`src/design/bgfl_pkg.sv`:
```
`default_nettype none

package bgfl_pkg;

    // field widths
    localparam int MV_W   = 16;
    localparam int PCT_W  = 15;
    localparam int LVL_W  = 4;

    // product of a voltage difference and full scale, also the divider width
    localparam int PROD_W = 31;

    // constants of the gauge
    localparam logic [MV_W-1:0]  RESET_MV   = 16'd4200;
    localparam logic [PCT_W-1:0] FULL_Q8    = 15'd25600;
    localparam logic [LVL_W-1:0] LEVEL_NONE = 4'd11;
    localparam logic [LVL_W-1:0] LEVEL_TOP  = 4'd10;
    localparam logic [PCT_W-1:0] STEP_Q8    = 15'd2560;
    localparam logic [PCT_W-1:0] HYST_Q8    = 15'd512;

    // register map, index = byte address / 4
    localparam logic [2:0] REG_STBY_EMPTY = 3'd0;
    localparam logic [2:0] REG_STBY_FULL  = 3'd1;
    localparam logic [2:0] REG_FLY_EMPTY  = 3'd2;
    localparam logic [2:0] REG_FLY_FULL   = 3'd3;
    localparam logic [2:0] REG_DELAY      = 3'd4;

    // register reset values
    localparam logic [MV_W-1:0] RST_STBY_EMPTY = 16'd3000;
    localparam logic [MV_W-1:0] RST_STBY_FULL  = 16'd4200;
    localparam logic [MV_W-1:0] RST_FLY_EMPTY  = 16'd3000;
    localparam logic [MV_W-1:0] RST_FLY_FULL   = 16'd4000;
    localparam logic [MV_W-1:0] RST_DELAY      = 16'd5;

    // input item kinds
    localparam logic REQ_SAMPLE     = 1'b0;
    localparam logic REQ_DISCONNECT = 1'b1;

    typedef enum logic [2:0] {
        ST_IDLE,
        ST_DIV_AVG,
        ST_MUL,
        ST_DIV_PCT,
        ST_FINISH
    } bgfl_state_t;

endpackage

`default_nettype wire

```
`src/design/battery_gauge_filter_level.sv`:
```
`default_nettype none

// Battery gauge: each voltage beat enters a TAPS-deep moving average (running
// sum and shift line), the average is turned into a Q7.8 charge percentage
// between the empty and full limits of the selected mode, clipped to 0..100,
// then into a level 0..10 with 2 points of hysteresis on the previous level,
// and a saturating disagreement counter toggles the normal/low state after
// change_delay disagreeing samples. A disconnect beat reports level 11.
// The average is a multiplication of the running sum by a reciprocal constant
// of TAPS. The percentage runs on a bit-serial restoring divider, one
// quotient bit per cycle. An item passes the accept, average, limit check
// and multiply, percentage division and finish states in that order.
// Samples whose percentage is zero by the limit checks skip the division,
// disconnect beats skip the limit checks as well. The finish state waits
// while the previous result is still stalled.
// The input stalls while an item is in work; the result sits in an output
// register, so the next item may be accepted while it waits.
module battery_gauge_filter_level
    import bgfl_pkg::*;
#(
    parameter int TAPS = 7
)
(
    input  wire logic              clk,
    input  wire logic              rst_n,

    input  wire logic              psel,
    input  wire logic              penable,
    input  wire logic              pwrite,
    input  wire logic [4:0]        paddr,
    input  wire logic [31:0]       pwdata,
    output logic      [31:0]       prdata,
    output logic                   pready,

    input  wire logic              in_valid,
    output logic                   in_stall,
    input  wire logic              req_type,
    input  wire logic [MV_W-1:0]   sample_mv,
    input  wire logic              motors_off,

    output logic                   out_valid,
    input  wire logic              out_stall,
    output logic      [MV_W-1:0]   filtered_mv,
    output logic      [PCT_W-1:0]  percent_q8,
    output logic      [LVL_W-1:0]  level,
    output logic                   state_changed,
    output logic                   battery_low
);

    localparam int SUM_W = MV_W + $clog2(TAPS);
    localparam int CNT_W = $clog2(PROD_W);
    localparam logic [SUM_W-1:0] SUM_RESET = SUM_W'(TAPS * 4200);

    // floor(sum / TAPS) = (sum * AVG_RECIP) >> AVG_SHIFT, exact over the sum range
    localparam int AVG_SHIFT = SUM_W + $clog2(TAPS);
    localparam int RECIP_W   = SUM_W + 1;
    localparam int AVG_PW    = SUM_W + RECIP_W;
    localparam logic [RECIP_W-1:0] AVG_RECIP =
        RECIP_W'(((longint'(1) << AVG_SHIFT) + longint'(TAPS) - 1) / longint'(TAPS));

    // configuration registers
    logic [MV_W-1:0] stby_empty_reg, stby_full_reg, fly_empty_reg, fly_full_reg;
    logic [MV_W-1:0] delay_reg;

    // filter state
    logic [MV_W-1:0]  hist_reg [TAPS];
    logic [MV_W-1:0]  hist_next [TAPS];
    logic [SUM_W-1:0] sum_reg, sum_next;
    logic [AVG_PW-1:0] avg_prod;

    // gauge state
    logic [LVL_W-1:0] prev_level_reg, prev_level_next;
    logic             low_reg, low_next;
    logic [MV_W-1:0]  dis_cnt_reg, dis_cnt_next;

    // sequencer and work registers
    bgfl_state_t      state_reg, state_next;
    logic             req_reg, req_next;
    logic [MV_W-1:0]  empty_reg, empty_next;
    logic [MV_W-1:0]  full_reg, full_next;
    logic [MV_W-1:0]  filt_reg, filt_next;
    logic [PCT_W-1:0] pct_reg, pct_next;
    logic [CNT_W-1:0] cnt_reg, cnt_next;

    // bit-serial divider
    logic [PROD_W-1:0] dvd_reg, dvd_next;
    logic [MV_W-1:0]   rem_reg, rem_next;
    logic [MV_W-1:0]   dvs_reg, dvs_next;
    logic [MV_W:0]     rem_try;
    logic              rem_ge;

    // output register
    logic              out_valid_reg, out_valid_next;
    logic [MV_W-1:0]   o_filt_reg, o_filt_next;
    logic [PCT_W-1:0]  o_pct_reg, o_pct_next;
    logic [LVL_W-1:0]  o_lvl_reg, o_lvl_next;
    logic              o_chg_reg, o_chg_next;
    logic              o_low_reg, o_low_next;

    // finish-stage helpers
    logic [LVL_W-1:0]  lvl_calc;
    logic              lvl_found;
    logic [PCT_W-1:0]  thr;
    logic [MV_W-1:0]   cnt_upd;

    logic              in_accept;
    logic              cfg_write;
    logic [2:0]        cfg_idx;

    assign in_accept = in_valid && !in_stall;
    assign in_stall  = (state_reg != ST_IDLE);
    assign pready    = 1'b1;
    assign cfg_idx   = paddr[4:2];
    assign cfg_write = psel && penable && pwrite;

    // register read
    always_comb
    begin
        case (cfg_idx)
            REG_STBY_EMPTY: prdata = {16'd0, stby_empty_reg};
            REG_STBY_FULL:  prdata = {16'd0, stby_full_reg};
            REG_FLY_EMPTY:  prdata = {16'd0, fly_empty_reg};
            REG_FLY_FULL:   prdata = {16'd0, fly_full_reg};
            REG_DELAY:      prdata = {16'd0, delay_reg};
            default:        prdata = 32'd0;
        endcase
    end

    // register write
    always_ff @(posedge clk or negedge rst_n)
    begin
        if (!rst_n)
        begin
            stby_empty_reg <= RST_STBY_EMPTY;
            stby_full_reg  <= RST_STBY_FULL;
            fly_empty_reg  <= RST_FLY_EMPTY;
            fly_full_reg   <= RST_FLY_FULL;
            delay_reg      <= RST_DELAY;
        end
        else if (cfg_write)
        begin
            case (cfg_idx)
                REG_STBY_EMPTY: stby_empty_reg <= pwdata[MV_W-1:0];
                REG_STBY_FULL:  stby_full_reg  <= pwdata[MV_W-1:0];
                REG_FLY_EMPTY:  fly_empty_reg  <= pwdata[MV_W-1:0];
                REG_FLY_FULL:   fly_full_reg   <= pwdata[MV_W-1:0];
                REG_DELAY:      delay_reg      <= pwdata[MV_W-1:0];
                default:        ;
            endcase
        end
    end

    // average by reciprocal multiplication of the registered sum
    assign avg_prod = AVG_PW'(sum_reg) * AVG_PW'(AVG_RECIP);

    // one restoring divider step
    always_comb
    begin
        rem_try = {rem_reg, dvd_reg[PROD_W-1]};
        rem_ge  = (rem_try >= {1'b0, dvs_reg});
    end

    // level search over the ten thresholds, hysteresis on the previous level
    always_comb
    begin
        lvl_calc  = LEVEL_TOP;
        lvl_found = 1'b0;
        thr       = '0;
        for (int i = 0; i < 10; i++)
        begin
            thr = PCT_W'(i) * STEP_Q8;
            if (prev_level_reg == LVL_W'(i))
                thr = thr + HYST_Q8;
            if (!lvl_found && (pct_reg <= thr))
            begin
                lvl_calc  = LVL_W'(i);
                lvl_found = 1'b1;
            end
        end
    end

    // sequencer and datapath next values
    always_comb
    begin
        state_next      = state_reg;
        hist_next       = hist_reg;
        sum_next        = sum_reg;
        prev_level_next = prev_level_reg;
        low_next        = low_reg;
        dis_cnt_next    = dis_cnt_reg;
        req_next        = req_reg;
        empty_next      = empty_reg;
        full_next       = full_reg;
        filt_next       = filt_reg;
        pct_next        = pct_reg;
        cnt_next        = cnt_reg;
        dvd_next        = dvd_reg;
        rem_next        = rem_reg;
        dvs_next        = dvs_reg;
        out_valid_next  = out_valid_reg && out_stall;
        o_filt_next     = o_filt_reg;
        o_pct_next      = o_pct_reg;
        o_lvl_next      = o_lvl_reg;
        o_chg_next      = o_chg_reg;
        o_low_next      = o_low_reg;
        cnt_upd         = '0;

        case (state_reg)
            ST_IDLE:
            begin
                if (in_accept)
                begin
                    req_next   = req_type;
                    empty_next = motors_off ? stby_empty_reg : fly_empty_reg;
                    full_next  = motors_off ? stby_full_reg : fly_full_reg;
                    if (req_type == REQ_SAMPLE)
                    begin
                        sum_next = SUM_W'({1'b0, sum_reg} + (SUM_W+1)'(sample_mv)
                                   - (SUM_W+1)'(hist_reg[TAPS-1]));
                        for (int i = TAPS-1; i > 0; i--)
                            hist_next[i] = hist_reg[i-1];
                        hist_next[0] = sample_mv;
                    end
                    state_next = ST_DIV_AVG;
                end
            end

            ST_DIV_AVG:
            begin
                // average of the updated sum
                filt_next = avg_prod[AVG_SHIFT +: MV_W];
                pct_next  = '0;
                if (req_reg == REQ_DISCONNECT)
                    state_next = ST_FINISH;
                else
                    state_next = ST_MUL;
            end

            ST_MUL:
            begin
                // zero charge by the limit checks skips the division
                if ((full_reg <= empty_reg) || (filt_reg <= empty_reg))
                    state_next = ST_FINISH;
                else
                begin
                    dvd_next   = PROD_W'(filt_reg - empty_reg) * PROD_W'(FULL_Q8);
                    rem_next   = '0;
                    dvs_next   = full_reg - empty_reg;
                    cnt_next   = CNT_W'(PROD_W - 1);
                    state_next = ST_DIV_PCT;
                end
            end

            ST_DIV_PCT:
            begin
                dvd_next = {dvd_reg[PROD_W-2:0], rem_ge};
                rem_next = rem_ge ? MV_W'(rem_try - {1'b0, dvs_reg}) : rem_try[MV_W-1:0];
                cnt_next = cnt_reg - 1'b1;
                if (cnt_reg == '0)
                begin
                    // clip to full scale
                    if (dvd_next > PROD_W'(FULL_Q8))
                        pct_next = FULL_Q8;
                    else
                        pct_next = dvd_next[PCT_W-1:0];
                    state_next = ST_FINISH;
                end
            end

            ST_FINISH:
            begin
                // wait for the output register to free up
                if (!(out_valid_reg && out_stall))
                begin
                    out_valid_next = 1'b1;
                    o_filt_next    = filt_reg;
                    state_next     = ST_IDLE;
                    if (req_reg == REQ_DISCONNECT)
                    begin
                        prev_level_next = LEVEL_NONE;
                        o_pct_next      = '0;
                        o_lvl_next      = LEVEL_NONE;
                        o_chg_next      = 1'b0;
                        o_low_next      = low_reg;
                    end
                    else
                    begin
                        prev_level_next = lvl_calc;
                        // disagreement counter, saturating
                        if ((lvl_calc == '0) != low_reg)
                            cnt_upd = (dis_cnt_reg == '1) ? dis_cnt_reg
                                                          : dis_cnt_reg + 1'b1;
                        else
                            cnt_upd = '0;
                        o_chg_next = 1'b0;
                        low_next   = low_reg;
                        if (cnt_upd >= delay_reg)
                        begin
                            low_next   = !low_reg;
                            cnt_upd    = '0;
                            o_chg_next = 1'b1;
                        end
                        dis_cnt_next = cnt_upd;
                        o_pct_next   = pct_reg;
                        o_lvl_next   = lvl_calc;
                        o_low_next   = low_next;
                    end
                end
            end

            default:
            begin
                state_next = ST_IDLE;
            end
        endcase
    end

    // control and state registers
    always_ff @(posedge clk or negedge rst_n)
    begin
        if (!rst_n)
        begin
            state_reg      <= ST_IDLE;
            for (int i = 0; i < TAPS; i++)
                hist_reg[i] <= RESET_MV;
            sum_reg        <= SUM_RESET;
            prev_level_reg <= LEVEL_NONE;
            low_reg        <= 1'b0;
            dis_cnt_reg    <= '0;
            cnt_reg        <= '0;
            out_valid_reg  <= 1'b0;
        end
        else
        begin
            state_reg      <= state_next;
            hist_reg       <= hist_next;
            sum_reg        <= sum_next;
            prev_level_reg <= prev_level_next;
            low_reg        <= low_next;
            dis_cnt_reg    <= dis_cnt_next;
            cnt_reg        <= cnt_next;
            out_valid_reg  <= out_valid_next;
        end
    end

    // payload registers
    always_ff @(posedge clk)
    begin
        req_reg    <= req_next;
        empty_reg  <= empty_next;
        full_reg   <= full_next;
        filt_reg   <= filt_next;
        pct_reg    <= pct_next;
        dvd_reg    <= dvd_next;
        rem_reg    <= rem_next;
        dvs_reg    <= dvs_next;
        o_filt_reg <= o_filt_next;
        o_pct_reg  <= o_pct_next;
        o_lvl_reg  <= o_lvl_next;
        o_chg_reg  <= o_chg_next;
        o_low_reg  <= o_low_next;
    end

    assign out_valid     = out_valid_reg;
    assign filtered_mv   = o_filt_reg;
    assign percent_q8    = o_pct_reg;
    assign level         = o_lvl_reg;
    assign state_changed = o_chg_reg;
    assign battery_low   = o_low_reg;

endmodule

`default_nettype wire

```
`config.mk`:
```
export PLATFORM = sky130hd
export DESIGN_NAME = battery_gauge_filter_level
export DESIGN_NICKNAME = d
export VERILOG_FILES = /design/src/design/bgfl_pkg.sv /design/src/design/battery_gauge_filter_level.sv
export SDC_FILE = /design/constraint.sdc
export NUM_CORES = 1
export LEC_CHECK = 0
export BUFFER_PORTS_ARGS = -buffer_cell sky130_fd_sc_hd__buf_2
export CAP_MARGIN = 20
export CORE_MARGIN = 2
export CORE_UTILIZATION = 50
export DETAILED_ROUTE_END_ITERATION = 8
export PLACE_DENSITY = 0.72
export SYNTH_ARGS = -nofsm -noshare
export SYNTH_HDL_FRONTEND = slang
export SYNTH_SLANG_ARGS = --single-unit
```
`constraint.sdc`:
```
create_clock -name clk -period 11.75 [get_ports clk]
set_clock_uncertainty 0.1 [all_clocks]
set_input_delay 1.175 -clock clk [delete_from_list [all_inputs] [get_ports clk]]
set_output_delay 1.175 -clock clk [all_outputs]
set_load 0.05 [all_outputs]
```
==> impl_metrics.ini, run 1 <==
[timing]
tightest_slew_ns = 1.132
finalHoldViolCount = 0
rsz0062_at_grt = no
setup_viol = 0
slew_headroom_pct = 24.36
max_freq_ghz = 0.1598
timing.final.crit_period_ns = 6.257
slew_viol_final = 0
fin_crit_sh_pct = 53.25
tns_ns = 0

[drt]
drtPass1Iterations = 5
routedWlPerCell_um = 16.41
vias = 18750
ant_nets = 0
drt_iter0_markers = 1112
drc = 0
detail_route.vias_per_cell = 5.386
wirelength_um = 57090

[synth]
synth_area_per_cell_sq_um = 10.15
ys_top_cells_by_area = edfxtp_1 18%, dfrtp_1 16%, ha_1 13%, fa_1 7.6%, dfstp_2 6.3%
synth.most_common_cell = nand2_1
ys_seq_area_share_pct = 40.82
synth_edf_count = 164
async_reset_ff_share_pct = 59.51
ys_warn_count = 0
yosys-top-cells-count = 412 x nand2_1, 336 x inv_1, 287 x ha_1
synth_top_area_share_pct = 18.21
synth-seq-cells = 405
netlist_instances = 2665
ys_types = 73
yosysTopAreaCell = edfxtp_1
syn_area_sq_um = 27040
ys.flop_type = dfrtp_1

[clock_network]
clockBufferDepth = 3
cts_root_buf = clkbuf_16
cts.sinks = 405
cts_tree = done
cts-buffers-inserted = 45
postCtsSetupBuffers = 0
clk_pin_slew_ns = 0.06
clk-insertion-delay-late_ns = 0.58
cts_hold_buf = 0
cts_resized = 0
htreeDepth = 2

[floorplan]
io_pins = 134
dieArea_sq_um = 55950
coreArea_sq_um = 53600
rows = 85
start_util_pct = 50.44
die_y_um = 236.5
dieWidth_um = 236.5

[placed_design]
gp_congestion = 0.9136
dpl.hpwl_um = 42570
port_buffers = 98
dpl_cell_area_sq_um = 28210

[cells_and_area]
drive_gt1_share_pct = 14.88
largest_reg_flops = 112
fin_area_sq_um = 29780
final_nets = 3198
area_growth_pct = 10.16
nFillCells = 4654

[global_routing]
grt_pass1_vias = 18550
track_usage_pct = 20.51
grt_max_degree = 106
overflow = 0
antenna_found_initial = 3
grt_pass1_wl_um = 93620

[worst_hold_path]
hold_start = hist_reg[22]$_DFFE_PN1P_
hold_class = flop to flop
holdPathEnd = hist_reg[6]$_DFFE_PN1P_
holdPathStages = 2

[critical_path]
reg2reg_to = filt_reg[10]$_DFFE_PP_
crit_type = flop to flop
path_max_fanout = 6
start_kind = flop
worst-endpoint-required_ns = 11.97
cp.arrival_ns = 6.47
r2r_cells = 18
r2r_start = sum_reg[17]$_DFFE_PN0P_
regToRegSetupSlack_ns = 5.49
critPathCaptureType = flop

[status]
status = complete, no violations

[flow_run]
maxCapViolCount = 0
-- worst max-delay path, stage by stage (launching register included) --
cell and delay (ns):
dfrtp_1 0.46, inv_1 0.10, ha_1 0.35, fa_1 0.49
fa_1 0.52, inv_1 0.05, fa_1 0.48, fa_1 0.52
fa_1 0.49, ha_1 0.33, a21oi_1 0.19, o21ai_0 0.10
a31oi_1 0.16, o21ai_0 0.08, a21oi_1 0.31, o21ai_0 0.24
o41ai_1 0.65, mux2i_1 0.27, nand3_1 0.09
-- per-stage QoR --
step / setup slack [ns] / util (%) / cells / hold WS (ns)
3_5_place_dp: 5.498 / 52.63 / 3395 / 0.3425
5_1_grt: 5.186 / 55.56 / 3480 / 0.3604
2_1_floorplan: 6.087 / - / 2680 / 0.3264
4_1_cts: 5.488 / 55.56 / 3478 / 0.3528
3_3_place_gp: 5.650 / 52.62 / 3394 / 0.3391
6_report: 5.493 / 55.56 / 3480 / 0.3516
-- layer usage --
metal,vias to the layer above,global-route usage [%],part of all wire (%)
met5,-,0,0.026
li1,9236,-,-
met1,9039,27.64,46
met2,374,33.97,47
met3,94,2.530,3.7
met4,2,7.959,3.2
-- worst max path at each step --
stage,start,endpoint,slack [ns]
after floorplan,sum_reg[17]$_DFFE_PN0P_,filt_reg[10]$_DFFE_PP_,6.09
final,sum_reg[17]$_DFFE_PN0P_,filt_reg[10]$_DFFE_PP_,5.49
after CTS,sum_reg[17]$_DFFE_PN0P_,filt_reg[9]$_DFFE_PP_,5.49
after global routing,sum_reg[17]$_DFFE_PN0P_,filt_reg[10]$_DFFE_PP_,5.19
after global placement,sum_reg[17]$_DFFE_PN0P_,filt_reg[10]$_DFFE_PP_,5.65
after detailed placement,sum_reg[17]$_DFFE_PN0P_,filt_reg[9]$_DFFE_PP_,5.50
-- area by class of cell --
| class | instances | area (sq um) | share of cell area, % |
|---|---|---|---|
| Timing Repair Buffer | 118 | 650.6 | 2.185 |
| Antenna cell | 2 | 5.005 | 0.01680 |
| Sequential cell | 405 | 11040 | 37.06 |
| Clock buffer | 65 | 1324 | 4.445 |
| Clock inverter | 18 | 244.0 | 0.8192 |
| Tap cell | 696 | 870.8 | 2.924 |
| Multi-Input combinational cell | 1840 | 14390 | 48.32 |
| Inverter | 336 | 1261 | 4.235 |
-- logic make-up (layout without fill, tap and decap cells) --
family | after synthesis | in the layout | share of synthesized area [%]
other cells | 2 | 19 | 0.02778
mux | 148 | 148 | 6.081
simple gates | 790 | 790 | 13.28
fa+ha+maj | 390 | 390 | 20.91
flops | 405 | 405 | 40.82
compound gates | 399 | 399 | 9.436
xor+xnor | 96 | 96 | 3.110
buf+inv | 435 | 537 | 6.335
-- cells in the final DEF (no fill, tap or decap), types with 17 or more instances in the layout --
master       n
nand2_1    412
inv_1      335
ha_1       287
dfrtp_1    176
edfxtp_1   164
mux2_2     130
nor2_1     122
fa_1       103
buf_2       97
o21ai_0     94
a21oi_1     88
dfstp_2     65
xnor2_1     58
clkbuf_16   47
nand3_1     46
a21o_1      40
nor2b_1     39
xor2_1      37
nor3_1      35
a22oi_1     30
and3_1      24
nand4_1     23
buf_4       20
mux2i_1     18
a211oi_1    17
conb_1      17
Power of run 1 is not shown: default switching activity piles up to over one toggle a cycle in this logic, so the estimate is an artifact.
==> run 2, diff against run 1 <==
==> constraint.sdc (replaced) <==
create_clock -name clk -period 6.26 [get_ports clk]
set_clock_uncertainty 0.1 [all_clocks]
set_input_delay 0.626 -clock clk [delete_from_list [all_inputs] [get_ports clk]]
set_output_delay 0.626 -clock clk [all_outputs]
set_load 0.05 [all_outputs]
==> impl_metrics.ini, run 2 (synthesis results as in run 1) <==
[status]
status = complete, no violations

[timing]
fin_crit_sh_pct = 94.83
tns_ns = 0
slew_headroom_pct = 26.24
finalHoldViolCount = 0
setup_viol = 0
tightest_slew_ns = 1.103
slew_viol_final = 0
timing.final.crit_period_ns = 5.936
max_freq_ghz = 0.1685
rsz0062_at_grt = no

[floorplan]
io_pins = 134
coreArea_sq_um = 53600
die_y_um = 236.5
dieArea_sq_um = 55950
rows = 85
dieWidth_um = 236.5
start_util_pct = 50.44

[placed_design]
dpl.hpwl_um = 43180
port_buffers = 98
dp.cells = 3395
gp_congestion = 0.9004

[global_routing]
grt_max_degree = 89
overflow = 0
antenna_found_initial = 2
track_usage_pct = 20.66
grt_pass1_vias = 18740
grt_pass1_wl_um = 94320

[clock_network]
htreeDepth = 2
clk-insertion-delay-late_ns = 0.57
clockBufferDepth = 3
cts.sinks = 405
cts_tree = done
clk_pin_slew_ns = 0.06
cts-buffers-inserted = 45
cts_root_buf = clkbuf_16

[drt]
drc = 0
drtPass1Iterations = 5
vias = 18820
detail_route.vias_per_cell = 5.403
routedWlPerCell_um = 16.53
drt_iter0_markers = 1076
wirelength_um = 57570
ant_nets = 0

[cells_and_area]
area_growth_pct = 9.852
final_cell_mix = 412 x nand2_1, 335 x inv_1, 287 x ha_1
drive_gt1_share_pct = 14.82
largest_reg_flops = 112
final_common_cell = nand2_1
final_nets = 3202
final_cells = 3483

[flow_run]
maxCapViolCount = 0

[critical_path]
cp.arrival_ns = 6.14
crit_type = flop to flop
path_max_fanout = 6
worst-endpoint-required_ns = 6.46
path_cells = inv_1 > ha_1 > nor2b_1 > o21ai_0 > a21boi_0 > o21ai_0 > a21oi_1 > a21oi_1 > o21bai_1 > xor2_1 > ha_1 > ha_1 > inv_1 > fa_1 > inv_1 > ha_1 > and3_1 > o211ai_1 > nand3_1 > o41ai_1 > o2111ai_1 > a21oi_1 > xnor2_1 > a21oi_1
start_kind = flop
startpoint = empty_reg[1]$_DFFE_PP_
critPathCaptureType = flop
critPathMaxStageDelay_ns = 0.54
slowest_stage = o41ai_1
r2r_start = empty_reg[1]$_DFFE_PP_

[worst_hold_path]
hold_class = primary input to flop
hold_start = sample_mv[0]
==> run 2: worst paths after layout <==
| check | to | slack [ns] | cells past startpoint |
|---|---|---|---|
| min | hist_reg[96]$_DFFE_PN0P_ | 0.21 | 3 |
| min reg2reg | hist_reg[37]$_DFFE_PN1P_ | 0.35 | 2 |
| min in group asynchronous | hist_reg[68]$_DFFE_PN0P_ | 0.56 | 2 |
| max in group asynchronous | delay_reg[6]$_DFFE_PN0P_ | 4.02 | 3 |
| max reg2reg | dvd_reg[30]$_DFFE_PP_ | 0.32 | 24 |
| max | dvd_reg[30]$_DFFE_PP_ | 0.32 | 24 |
==> run 2: cell type report <==
type | count | area [sq um]
antenna | 1 | 2.502
clock buffer | 64 | 1269
clock inverter | 19 | 178.9
fill | 4627 | 23900
inverter | 336 | 1261
multi-input combinational | 1840 | 14400
sequential | 405 | 11040
tap | 696 | 870.8
timing repair buffer | 122 | 686.9
==> run 2: routing by layer <==
layer	track usage [%]	vias up	share of wire (%)
li1	-	9215	-
met1	27.52	9109	45
met2	34.74	387	47
met3	2.600	108	4.1
met4	7.518	0	3.4
met5	0	-	0
==> run 2: critical path: cells and delay by family, from the launching register on <==
family,cells,cell delay (ns)
adders and majority gates,5,1.74
xor gates and xnor gates,2,0.39
and+or+nand+nor,3,0.44
AOI/OAI and AO/OA,11,2.26
buffers and inverters,3,0.30
DFF,1,0.42
==> run 2: metrics by stage <==
stage                     hold WS (ns)  cell area [sq um]  setup WS [ns]  utilization (%)
after floorplan                 0.2304              27090         0.5969                -
after global placement          0.3384              28210         0.3877            52.63
after CTS                       0.1923              29670         0.2868            55.35
after global routing            0.2118              29700        0.01289            55.41
after detailed placement        0.3387              28210         0.2839            52.63
final                           0.2102              29700         0.3237            55.41
==> run 2: repair_timing <==
item / in CTS / in global routing
setup endpoints to repair: 0 / 2
gates resized for setup: 0 / 1
endpoints found under the hold margin: 45 / 0
hold buffers: 1 / 0
buffers inserted: 0 / 0
Power of run 2 is left out for the same reason.
==> run 3, diff against run 2 <==
--- a/config.mk
+++ b/config.mk
@@ -5,12 +5,12 @@
 export SDC_FILE = /design/constraint.sdc
 export NUM_CORES = 1
 export LEC_CHECK = 0
-export BUFFER_PORTS_ARGS = -buffer_cell sky130_fd_sc_hd__buf_2
+export BUFFER_PORTS_ARGS = -buffer_cell sky130_fd_sc_hd__clkbuf_2
 export CAP_MARGIN = 20
 export CORE_MARGIN = 2
-export CORE_UTILIZATION = 50
+export CORE_UTILIZATION = 45
 export DETAILED_ROUTE_END_ITERATION = 8
-export PLACE_DENSITY = 0.72
+export PLACE_DENSITY = 0.67
 export SYNTH_ARGS = -nofsm -noshare
 export SYNTH_HDL_FRONTEND = slang
 export SYNTH_SLANG_ARGS = --single-unit
==> impl_metrics.ini, run 3 (synthesis results as in run 1) <==
[status]
status = complete, no violations

[global_routing]
track_usage_pct = 18.71
grt_max_degree = 192
antenna_found_initial = 1
grt_pass1_vias = 18780
overflow = 0
grt_pass1_wl_um = 95510

[timing]
tns_ns = 0
slew_headroom_pct = 25.78
tightest_slew_ns = 1.113
max_freq_ghz = 0.1726
finalHoldViolCount = 0
slew_viol_final = 0
setup_viol = 0
timing.final.crit_period_ns = 5.794
fin_crit_sh_pct = 92.55
rsz0062_at_grt = no

[drt]
vias = 18630
wirelength_um = 57840
drc = 0
routedWlPerCell_um = 16.24
drtPass1Iterations = 5
ant_nets = 0
drt_iter0_markers = 967
detail_route.vias_per_cell = 5.232

[critical_path]
path_max_fanout = 6
critical-path-top-delay-family = adder cells
regToRegSetupSlack_ns = 0.47
start_kind = flop
crit_type = flop to flop
cp.depth = 19
slowest_stage = fa_1
crit_buf_inv = 3
timing.critical_path.to = filt_reg[10]$_DFFE_PP_
startpoint = sum_reg[17]$_DFFE_PN0P_
path_common_cell = fa_1
critPathCaptureType = flop
critPathMaxStageDelay_ns = 0.52
r2r_cells = 19
cp.arrival_ns = 6.01
reg2reg_to = filt_reg[10]$_DFFE_PP_
r2r_start = sum_reg[17]$_DFFE_PN0P_
path_cells = inv_1 > ha_1 > fa_1 > fa_1 > inv_1 > fa_1 > fa_1 > fa_1 > ha_1 > a21oi_1 > o21ai_0 > a31oi_1 > o21ai_0 > a21oi_2 > o21ai_0 > o41ai_1 > buf_4 > mux2i_1 > nand3_1
worst-endpoint-required_ns = 6.48

[cells_and_area]
multiInputGateArea_sq_um = 14400
final_nets = 3203
final_common_cell = nand2_1
largest_reg_flops = 112
area_growth_pct = 10.53
drive_gt1_share_pct = 14.85
final-seq-area_sq_um = 11040
final_cell_mix = 412 x nand2_1, 335 x inv_1, 287 x ha_1
nFillCells = 5304

[clock_network]
cts_tree = done
cts-buffers-inserted = 46
postCtsSetupBuffers = 0
cts_root_buf = clkbuf_16
clockBufferDepth = 3
clk_pin_slew_ns = 0.06
htreeDepth = 2
cts.sinks = 405
clk-insertion-delay-late_ns = 0.58

[floorplan]
die_y_um = 249.1
dieWidth_um = 249.1
start_util_pct = 45.64
dieArea_sq_um = 62060
io_pins = 134
rows = 89
coreArea_sq_um = 59240

[placed_design]
port_buffers = 98
gp_congestion = 0.9340
dpl.hpwl_um = 42860

[worst_hold_path]
hold_class = primary input to flop

[flow_run]
maxCapViolCount = 0
## run 3: cell types whose count changed in the layout (fill, tap and decap cells not counted), moves of 3 or more
cell / before / now
clkinvlp_4: 4 / 1
inv_6: 1 / 5
clkbuf_8: 6 / 2
clkbuf_2: 0 / 97
buf_2: 98 / 0
clkinv_4: 3 / 0
clkbuf_16: 46 / 50
## run 3: worst min path at each step
stage,from,to,cells past startpoint
5_1_grt,req_type,req_reg$_DFFE_PP_,1
6_report,req_type,req_reg$_DFFE_PP_,1
2_1_floorplan,rst_n,cnt_reg[0]$_DFFE_PN0P_,0
3_3_place_gp,hist_reg[60]$_DFFE_PN1P_,hist_reg[44]$_DFFE_PN1P_,2
3_5_place_dp,hist_reg[21]$_DFFE_PN1P_,hist_reg[5]$_DFFE_PN1P_,2
4_1_cts,req_type,req_reg$_DFFE_PP_,1
## run 3: layout make-up
type,count,area share (%)
antenna,1,0.008373
clock buffer,65,4.442
clock inverter,19,0.6280
inverter,336,4.220
multi-input combinational,1840,48.19
sequential,405,36.93
tap,773,3.236
timing repair buffer,122,2.340
## run 3: what timing repair did
item / CTS / global route
hold buffers: 1 / 0
endpoints found under the setup margin: 0 / 4
endpoints found under the hold margin: 34 / 0
resized for setup: 0 / 2
## run 3: layer usage
| metal | wire length, um | vias up | global-route usage [%] |
|---|---|---|---|
| li1 | - | 9224 | - |
| met1 | 27080 | 8989 | 25.23 |
| met2 | 27240 | 313 | 31.40 |
| met3 | 1674 | 106 | 2.309 |
| met4 | 1834 | 0 | 6.093 |
| met5 | 0 | - | 0 |
## run 3: metrics by stage
step / hold slack, ns / cell area (sq um) / std cells / setup WS, ns / util (%)
6_report: 0.2202 / 29880 / 3561 / 0.4661 / 50.45
5_1_grt: 0.2086 / 29880 / 3561 / 0.02989 / 50.45
4_1_cts: 0.1867 / 29870 / 3560 / 0.3323 / 50.42
3_5_place_dp: 0.3441 / 28350 / 3475 / 0.3469 / 47.85
3_3_place_gp: 0.3388 / 28320 / 3472 / 0.3517 / 47.80
2_1_floorplan: 0.2304 / 27090 / 2680 / 0.5969 / -
Power of run 3 is left out for the same reason.
